<file path="src/sv/handle_pool_allocator_defines.svh">
// Assertion macros shared by the handle pool allocator modules.
`ifndef HANDLE_POOL_ALLOCATOR_DEFINES_SVH
`define HANDLE_POOL_ALLOCATOR_DEFINES_SVH

// Same-cycle implication, checked outside reset.
`define HPA_ASSERT_NOW(lbl, ante, cons, msg) \
    lbl: assert property (@(posedge clk) disable iff (!rst_n) (ante) |-> (cons)) \
        else $error(msg);

// Next-cycle implication, checked outside reset.
`define HPA_ASSERT_NEXT(lbl, ante, cons, msg) \
    lbl: assert property (@(posedge clk) disable iff (!rst_n) (ante) |=> (cons)) \
        else $error(msg);

`endif

</file>
<file path="src/sv/hpa_pkg.sv">
// Types and constants of the handle pool allocator.
`timescale 1ns / 1ps
`default_nettype none

package hpa_pkg;

    localparam int HANDLE_W = 6;
    localparam int STATUS_W = 2;
    localparam int MODE_W   = 2;

    typedef enum logic [MODE_W-1:0] {
        MODE_ALLOC = 2'd0,
        MODE_TRY   = 2'd1,
        MODE_FREE  = 2'd2
    } mode_t;

    typedef enum logic [STATUS_W-1:0] {
        STAT_OK        = 2'd0,
        STAT_NO_FREED  = 2'd1,
        STAT_EXHAUSTED = 2'd2,
        STAT_NOT_ALLOC = 2'd3
    } status_t;

    typedef enum logic {
        ST_IDLE = 1'b0,
        ST_EXEC = 1'b1
    } state_t;

    typedef struct packed {
        logic rd_en;
        logic pop;
        logic push;
    } queue_ctl_t;

    typedef struct packed {
        logic empty;
        logic full;
    } queue_stat_t;

endpackage

`default_nettype wire

</file>
<file path="src/sv/hpa_ram.sv">
// Generic single-write, single-read RAM with registered read data.
`timescale 1ns / 1ps
`default_nettype none

module hpa_ram #(
    parameter int WIDTH = 8,
    parameter int DEPTH = 64
) (
    input  wire logic                     clk,
    input  wire logic                     we,
    input  wire logic [$clog2(DEPTH)-1:0] waddr,
    input  wire logic [WIDTH-1:0]         wdata,
    input  wire logic                     re,
    input  wire logic [$clog2(DEPTH)-1:0] raddr,
    output logic      [WIDTH-1:0]         rdata
);

    logic [WIDTH-1:0] mem [DEPTH];

    always_ff @(posedge clk)
    begin
        if (we)
        begin
            mem[waddr] <= wdata;
        end
        if (re)
        begin
            rdata <= mem[raddr];
        end
    end

endmodule

`default_nettype wire

</file>
<file path="src/sv/hpa_free_queue.sv">
// First-in-first-out queue of released handles, held in a RAM.
`timescale 1ns / 1ps
`default_nettype none

`include "handle_pool_allocator_defines.svh"

module hpa_free_queue #(
    parameter int DEPTH = 64
) (
    input  wire logic                     clk,
    input  wire logic                     rst_n,
    input  wire hpa_pkg::queue_ctl_t      ctl,
    input  wire logic [$clog2(DEPTH)-1:0] push_data,
    output logic      [$clog2(DEPTH)-1:0] head_data,
    output hpa_pkg::queue_stat_t          stat
);

    localparam int PW = $clog2(DEPTH);
    localparam int CW = $clog2(DEPTH + 1);

    logic [PW-1:0] head_reg, head_next;
    logic [PW-1:0] tail_reg, tail_next;
    logic [CW-1:0] count_reg, count_next;

    always_ff @(posedge clk or negedge rst_n)
    begin
        if (!rst_n)
        begin
            head_reg  <= '0;
            tail_reg  <= '0;
            count_reg <= '0;
        end
        else
        begin
            head_reg  <= head_next;
            tail_reg  <= tail_next;
            count_reg <= count_next;
        end
    end

    always_comb
    begin
        head_next  = head_reg;
        tail_next  = tail_reg;
        count_next = count_reg;
        if (ctl.pop)
        begin
            head_next = (head_reg == PW'(DEPTH - 1)) ? '0 : head_reg + 1'b1;
        end
        if (ctl.push)
        begin
            tail_next = (tail_reg == PW'(DEPTH - 1)) ? '0 : tail_reg + 1'b1;
        end
        if (ctl.push && !ctl.pop)
        begin
            count_next = count_reg + 1'b1;
        end
        else if (ctl.pop && !ctl.push)
        begin
            count_next = count_reg - 1'b1;
        end
    end

    assign stat.empty = (count_reg == '0);
    assign stat.full  = (count_reg == CW'(DEPTH));

    hpa_ram #(
        .WIDTH (PW),
        .DEPTH (DEPTH)
    ) u_ram (
        .clk   (clk),
        .we    (ctl.push),
        .waddr (tail_reg),
        .wdata (push_data),
        .re    (ctl.rd_en),
        .raddr (head_reg),
        .rdata (head_data)
    );

    `HPA_ASSERT_NOW(a_count_bound, 1'b1, count_reg <= CW'(DEPTH), "queue count beyond depth")
    `HPA_ASSERT_NOW(a_no_pop_empty, ctl.pop, !stat.empty, "pop from empty queue")
    `HPA_ASSERT_NOW(a_no_push_full, ctl.push, !stat.full, "push to full queue")

endmodule

`default_nettype wire

</file>
<file path="src/sv/handle_pool_allocator.sv">
// Top level of the handle pool allocator.
//
// Input channel (in_valid / in_stall) carries one request word: mode and
// handle_in. Output channel (out_valid / out_stall) returns one word per
// request: handle_out and status.
// A request is accepted only in the idle state; its result is registered when
// the work state fires with the result register free. One request is worked
// at a time, so no new word is taken until the last one is worked. Work is a
// read of the free queue and allocation bitmap RAMs, then a read-modify-write.
// in_stall is high while a request is in work. The result register holds its
// word while out_stall is high; a request accepted meanwhile waits in the
// work cycle until the result register is free.
// Reset clears the queue pointers, the fresh-handle counter, the control state
// and the output valid. The bitmap needs no clearing pass: entries at or above
// the fresh-handle counter read as not allocated. No handle at or above POOL_SIZE
// is issued; allocate then reports the pool exhausted.
`timescale 1ns / 1ps
`default_nettype none

`include "handle_pool_allocator_defines.svh"

module handle_pool_allocator #(
    parameter int POOL_SIZE = 64
) (
    input  wire logic                           clk,
    input  wire logic                           rst_n,
    input  wire logic                           in_valid,
    output logic                                in_stall,
    input  wire logic [hpa_pkg::MODE_W-1:0]     mode,
    input  wire logic [hpa_pkg::HANDLE_W-1:0]   handle_in,
    output logic                                out_valid,
    input  wire logic                           out_stall,
    output logic      [hpa_pkg::HANDLE_W-1:0]   handle_out,
    output logic      [hpa_pkg::STATUS_W-1:0]   status
);

    localparam int AW = $clog2(POOL_SIZE);
    localparam int XW = ((AW > hpa_pkg::HANDLE_W) ? AW : hpa_pkg::HANDLE_W) + 1;

    hpa_pkg::state_t state_reg, state_next;

    logic [hpa_pkg::MODE_W-1:0]   mode_reg;
    logic [hpa_pkg::HANDLE_W-1:0] hin_reg;
    logic [AW:0]                  fresh_reg, fresh_next;

    logic                         out_valid_reg, out_valid_next;
    logic [hpa_pkg::HANDLE_W-1:0] handle_out_reg, handle_out_next;
    logic [hpa_pkg::STATUS_W-1:0] status_reg, status_next;

    hpa_pkg::queue_ctl_t  q_ctl;
    hpa_pkg::queue_stat_t q_stat;
    logic [AW-1:0]        q_head;

    logic          map_we;
    logic [AW-1:0] map_waddr;
    logic          map_wdata;
    logic          map_rdata;

    logic          accept;
    logic          slot_free;
    logic          fire;
    logic [XW-1:0] hin_in_x;
    logic [XW-1:0] hin_x;
    logic [AW-1:0] hin_addr;
    logic          hin_range;
    logic          hin_alloc;
    logic [AW-1:0] grant;
    logic [XW-1:0] grant_x;

    assign accept    = in_valid && !in_stall;
    assign slot_free = !out_valid_reg || !out_stall;
    assign fire      = (state_reg == hpa_pkg::ST_EXEC) && slot_free;

    assign hin_in_x  = XW'(handle_in);
    assign hin_x     = XW'(hin_reg);
    assign hin_addr  = hin_x[AW-1:0];
    assign hin_range = hin_x < XW'(POOL_SIZE);
    assign hin_alloc = hin_range && ({1'b0, hin_addr} < fresh_reg) && map_rdata;
    assign grant_x   = XW'(grant);

    always_ff @(posedge clk or negedge rst_n)
    begin
        if (!rst_n)
        begin
            state_reg     <= hpa_pkg::ST_IDLE;
            fresh_reg     <= '0;
            out_valid_reg <= 1'b0;
        end
        else
        begin
            state_reg     <= state_next;
            fresh_reg     <= fresh_next;
            out_valid_reg <= out_valid_next;
        end
    end

    always_ff @(posedge clk)
    begin
        if (accept)
        begin
            mode_reg <= mode;
            hin_reg  <= handle_in;
        end
        handle_out_reg <= handle_out_next;
        status_reg     <= status_next;
    end

    always_comb
    begin
        state_next      = state_reg;
        fresh_next      = fresh_reg;
        out_valid_next  = out_valid_reg && out_stall;
        handle_out_next = handle_out_reg;
        status_next     = status_reg;
        q_ctl.rd_en     = accept;
        q_ctl.pop       = 1'b0;
        q_ctl.push      = 1'b0;
        map_we          = 1'b0;
        map_waddr       = q_head;
        map_wdata       = 1'b1;
        grant           = '0;
        in_stall        = (state_reg != hpa_pkg::ST_IDLE);

        case (state_reg)
            hpa_pkg::ST_IDLE:
            begin
                if (accept)
                begin
                    state_next = hpa_pkg::ST_EXEC;
                end
            end
            hpa_pkg::ST_EXEC:
            begin
                if (fire)
                begin
                    state_next = hpa_pkg::ST_IDLE;
                    status_next = hpa_pkg::STAT_OK;
                    case (hpa_pkg::mode_t'(mode_reg))
                        hpa_pkg::MODE_ALLOC:
                        begin
                            if (!q_stat.empty)
                            begin
                                q_ctl.pop = 1'b1;
                                grant     = q_head;
                                map_we    = 1'b1;
                            end
                            else if (fresh_reg == (AW + 1)'(POOL_SIZE))
                            begin
                                status_next = hpa_pkg::STAT_EXHAUSTED;
                            end
                            else
                            begin
                                grant      = fresh_reg[AW-1:0];
                                map_we     = 1'b1;
                                map_waddr  = fresh_reg[AW-1:0];
                                fresh_next = fresh_reg + 1'b1;
                            end
                        end
                        hpa_pkg::MODE_TRY:
                        begin
                            if (!q_stat.empty)
                            begin
                                q_ctl.pop = 1'b1;
                                grant     = q_head;
                                map_we    = 1'b1;
                            end
                            else
                            begin
                                status_next = hpa_pkg::STAT_NO_FREED;
                            end
                        end
                        hpa_pkg::MODE_FREE:
                        begin
                            if (hin_alloc && !q_stat.full)
                            begin
                                q_ctl.push = 1'b1;
                                map_we     = 1'b1;
                                map_waddr  = hin_addr;
                                map_wdata  = 1'b0;
                            end
                            else
                            begin
                                status_next = hpa_pkg::STAT_NOT_ALLOC;
                            end
                        end
                        default:
                        begin
                        end
                    endcase
                    out_valid_next  = 1'b1;
                    handle_out_next = grant_x[hpa_pkg::HANDLE_W-1:0];
                end
            end
            default:
            begin
                state_next = hpa_pkg::ST_IDLE;
            end
        endcase
    end

    hpa_free_queue #(
        .DEPTH (POOL_SIZE)
    ) u_queue (
        .clk       (clk),
        .rst_n     (rst_n),
        .ctl       (q_ctl),
        .push_data (hin_addr),
        .head_data (q_head),
        .stat      (q_stat)
    );

    hpa_ram #(
        .WIDTH (1),
        .DEPTH (POOL_SIZE)
    ) u_map (
        .clk   (clk),
        .we    (map_we),
        .waddr (map_waddr),
        .wdata (map_wdata),
        .re    (accept),
        .raddr (hin_in_x[AW-1:0]),
        .rdata (map_rdata)
    );

    assign out_valid  = out_valid_reg;
    assign handle_out = handle_out_reg;
    assign status     = status_reg;

    `HPA_ASSERT_NOW(a_err_zero, out_valid && (status != hpa_pkg::STAT_OK), handle_out == '0, "error word carries a handle")
    `HPA_ASSERT_NEXT(a_accept_exec, accept, state_reg == hpa_pkg::ST_EXEC, "accepted word not worked")
    `HPA_ASSERT_NOW(a_fresh_bound, 1'b1, fresh_reg <= (AW + 1)'(POOL_SIZE), "fresh handle beyond pool")

endmodule

`default_nettype wire

</file>
<file path="config.mk">
export PLATFORM = sky130hd
export DESIGN_NAME = handle_pool_allocator
export DESIGN_NICKNAME = d
export VERILOG_FILES = /design/src/sv/hpa_pkg.sv /design/src/sv/hpa_ram.sv /design/src/sv/hpa_free_queue.sv /design/src/sv/handle_pool_allocator.sv
export VERILOG_INCLUDE_DIRS = /design/src /design/src/sv
export SDC_FILE = /design/constraint.sdc
export NUM_CORES = 1
export LEC_CHECK = 0
export BUFFER_PORTS_ARGS = -buffer_cell sky130_fd_sc_hd__buf_2
export CAP_MARGIN = 20
export CORE_ASPECT_RATIO = 1.5
export CORE_MARGIN = 2
export CORE_UTILIZATION = 35
export DETAILED_ROUTE_END_ITERATION = 16
export SLEW_MARGIN = 20
export SYNTH_ARGS = -nofsm -noshare
export SYNTH_HDL_FRONTEND = slang
export SYNTH_HIERARCHICAL = 1
export SYNTH_SLANG_ARGS = --single-unit
</file>
<file path="constraint.sdc">
create_clock -name clk -period 5.2 [get_ports clk]
set_input_delay 0.26 -clock clk [delete_from_list [all_inputs] [get_ports clk]]
set_output_delay 0.26 -clock clk [all_outputs]
set_load 0.02 [all_outputs]
</file>
==> results.cfg <==
[detailed_routing]
drt_pass1_iterations = 4
first_iter_violations = 806
drc = 0
highest_layer = met4
dr_wl_met2_microns = 24200
wl_met3_microns = 1630
vias_per_cell = 5.23
dr_total_vias = 10500
wirelength_microns = 44200
drt-met1-wl_microns = 17200
wire_per_inst_microns = 22.0
ant_nets = 0

[worst_hold_path]
hold_end = hin_addr[4]
min_path_cells = 1
hold_path.startpoint = handle_in[4]
hold_class = input pin to flip-flop

[cells_and_area]
area_growth_pct = 11.7
fin_util = 0.394
largest_register = u_queue/u_ram/mem
top_regs = u_queue/u_ram/mem x384, u_map/mem x64
largest_register_ff_count = 384
antenna_cells = 0
fillers = 5253
nets = 1224
drive_gt1_frac = 0.191
fin_cells = 2008

[job]
drv_cap = 0

[worst_setup_path]
cp_num_buf_inv = 1
reg2regPathDepth = 9
crit_arrival_ns = 4.09
cp_cell_sequence = inv_1 > ha_1 > a211oi_1 > o311ai_2 > a21oi_4 > and3_1 > nor2b_1 > nand3_1 > nor2_1
startpoint_type = flip-flop
r2r-start = fresh_reg[4]
r2r_slack_ns = 1.29
crit_path_end_kind = flip-flop
cp_top_family = simple AND/OR/NAND/NOR gates
worst-endpoint-required_ns = 5.39
reg2reg_to = u_queue/u_ram/mem[38][5]
cp_slowest_cell = nor2_1
crit_path_max_fanout = 12
worst_path_largest_cell_delay_ns = 0.64
critPathKind = flip-flop to flip-flop

[grt]
grt_pass1_wl_microns = 67900
first_global_vias = 10900
grt_max_degree = 66
grt_usage = 0.147
antenna_found_initial = 0
grt-ovfl-total = 0

[timing]
grt_setup_unrepaired = false
tightest_slew_ns = 0.895
finClkSkew_ns = 0.0189
maxSlewHeadroom = 0.403
max_freq_mhz = 256
setup_violations = 0
setup_slack_ns = 1.29
period_share = 0.751
layout_min_cycle_time_ns = 3.91
fin_tns_setup_ns = 0
slew_violations = 0
hold_viol = 0

[placed_design]
post-place-cells = 1918
gp_congestion = 0.854
port_buffers = 21
dp_hpwl_microns = 27900
dpl_worst_slack_ns = 1.36

[clock_network]
cts.htree.levels = 2
post-cts-setup-buffers = 0
root_buffer = clkbuf_16
cts_buffer_depth = 3
clkSinkCount = 499
insertion_delay_ns = 0.57
clk_pin_slew_ns = 0.06
cts_inserted_buffers = 46
cts_resized = 0
cts_tree = built
hold_buffers = 6

[power]
leakage_nw = 7.25
powerDensity_nw_per_um2 = 458
total_power_mw = 10.6
peakVddDrop_v = 0.000283

[yosys]
synth_edf_count = 471
ys_warn_count = 6
synth_cells = 1161
synth.ff_latch_count = 499
synth_top_family_by_area = multiplexers
syn_area_per_cell_sq_um = 17.8
synthSimpleGateAreaFrac = 0.0706
synthMuxAreaShare = 0.136
ys_types = 68
syn_nets = 1190
synth-compound-area-share = 0.0381
synthAdderAreaFrac = 0.0106
synthXorXnorAreaFrac = 0.00846
synth_area_sq_um = 20700
ys.flop_type = edfxtp_1
async_reset_ff_frac = 0.0561
ys_seq_area_frac = 0.717

[floorplanning]
fp.dieW_microns = 203
start_util = 0.352
rows = 109
ios = 22
dieArea_sq_um = 61200
die_h_microns = 302
core_sq_um = 58800

[run_status]
status = complete, no violations
## worst reg2reg max path, stage by stage, from the launching register on
cell,delay [ns]
dfrtp_1,0.50
inv_1,0.08
ha_1,0.31
a211oi_1,0.26
o311ai_2,0.16
a21oi_4,0.21
and3_1,0.52
nor2b_1,0.32
nand3_1,0.54
nor2_1,0.64
## cells in the mapped netlist (7+ instances only)
cell | n | area [sq um]
o22ai_1 | 12 | 75.1
clkbuf_1 | 35 | 131
nand3_1 | 23 | 115
mux2i_1 | 16 | 160
mux2_2 | 12 | 135
a21oi_1 | 19 | 95.1
edfxtp_1 | 471 | 14100
nand3b_1 | 12 | 90.1
a211oi_1 | 7 | 52.6
nand2b_1 | 16 | 100
nor3_1 | 10 | 50.1
dfrtp_1 | 28 | 701
mux4_2 | 97 | 2180
nand2_1 | 33 | 124
buf_2 | 14 | 70.1
nand4_1 | 15 | 93.8
ha_1 | 16 | 200
xnor2_1 | 15 | 131
o221ai_1 | 9 | 78.8
nor2b_1 | 16 | 100
o21ai_0 | 9 | 45.0
inv_1 | 14 | 52.6
nor2_1 | 153 | 574
mux4_1 | 13 | 342
## metal layers
metal,global-route usage,vias up
met5,0,-
met4,0.0514,0
met3,0.0207,68
met2,0.275,223
met1,0.172,5515
li1,-,4700
## power breakdown
part / internal [mW] / leakage, nW / total [mW] / switching, mW
registers: 4.54 / 4.63 / 4.88 / 0.337
clock network: 1.87 / 0.719 / 3.29 / 1.43
logic: 1.14 / 1.89 / 2.42 / 1.28
total: 7.55 / 7.25 / 10.6 / 3.04
## cells by family (layout without fill, tap and decap cells)
| group | count (synthesis) | count (layout) |
|---|---|---|
| DFF | 499 | 499 |
| and+or+nand+nor | 305 | 305 |
| AOI/OAI and AO/OA | 107 | 107 |
| xor gates and xnor gates | 20 | 20 |
| adders and majority gates | 17 | 17 |
| buffers and inverters | 75 | 145 |
| muxes | 138 | 138 |
## worst max-delay path by stage
stage | end | slack [ns] | cells after the start | start
2_1_floorplan | u_queue/count_reg[6] | 1.25 | 13 | hin_addr[4]
3_3_place_gp | u_queue/u_ram/mem[46][0] | 1.39 | 9 | fresh_reg[4]
3_5_place_dp | u_queue/u_ram/mem[38][0] | 1.36 | 9 | fresh_reg[4]
4_1_cts | u_queue/u_ram/mem[38][5] | 1.33 | 9 | fresh_reg[4]
5_1_grt | u_queue/u_ram/mem[38][5] | 0.98 | 9 | fresh_reg[4]
6_report | u_queue/u_ram/mem[38][5] | 1.29 | 9 | fresh_reg[4]
## final cells by class
cell class	instances	area (sq um)	share of cell area
multi-input combinational	587	5470	0.236
clock inverter	30	253	0.0109
timing repair buffer	47	328	0.0142
clock buffer	54	1210	0.0524
sequential	499	14900	0.642
tap	777	972	0.0420
inverter	14	52.6	0.00227
## placed cells by master (no fill, tap or decap), drive strengths merged, types with 4 or more instances in the layout
master         n
a221o          6
bufinv         4
a22oi          5
nor2         154
nand3         23
mux4         110
and3           4
inv           15
dfrtp         28
o21ai         16
ha            16
edfxtp       471
a32o           4
o22a           6
mux2i         16
nand2         33
nand4         15
nor2b         16
a221oi         4
o22ai         12
nand3b        12
clkinv        23
clkbuf        54
mux2          12
nand2b        16
xnor2         15
dlygate4sd3    6
nor3          10
a211oi         7
buf           41
o221ai         9
or3            5
a21oi         20
xor2           5
## metrics by stage
step / hold WS [ns] / area [sq um]
detailed placement: 0.384 / 21600
global placement: 0.360 / 21600
floorplan: -0.0356 / 20700
global route: 0.119 / 23100
finish: 0.126 / 23100
CTS: 0.104 / 23100
Power figures use the tool's default switching activity.
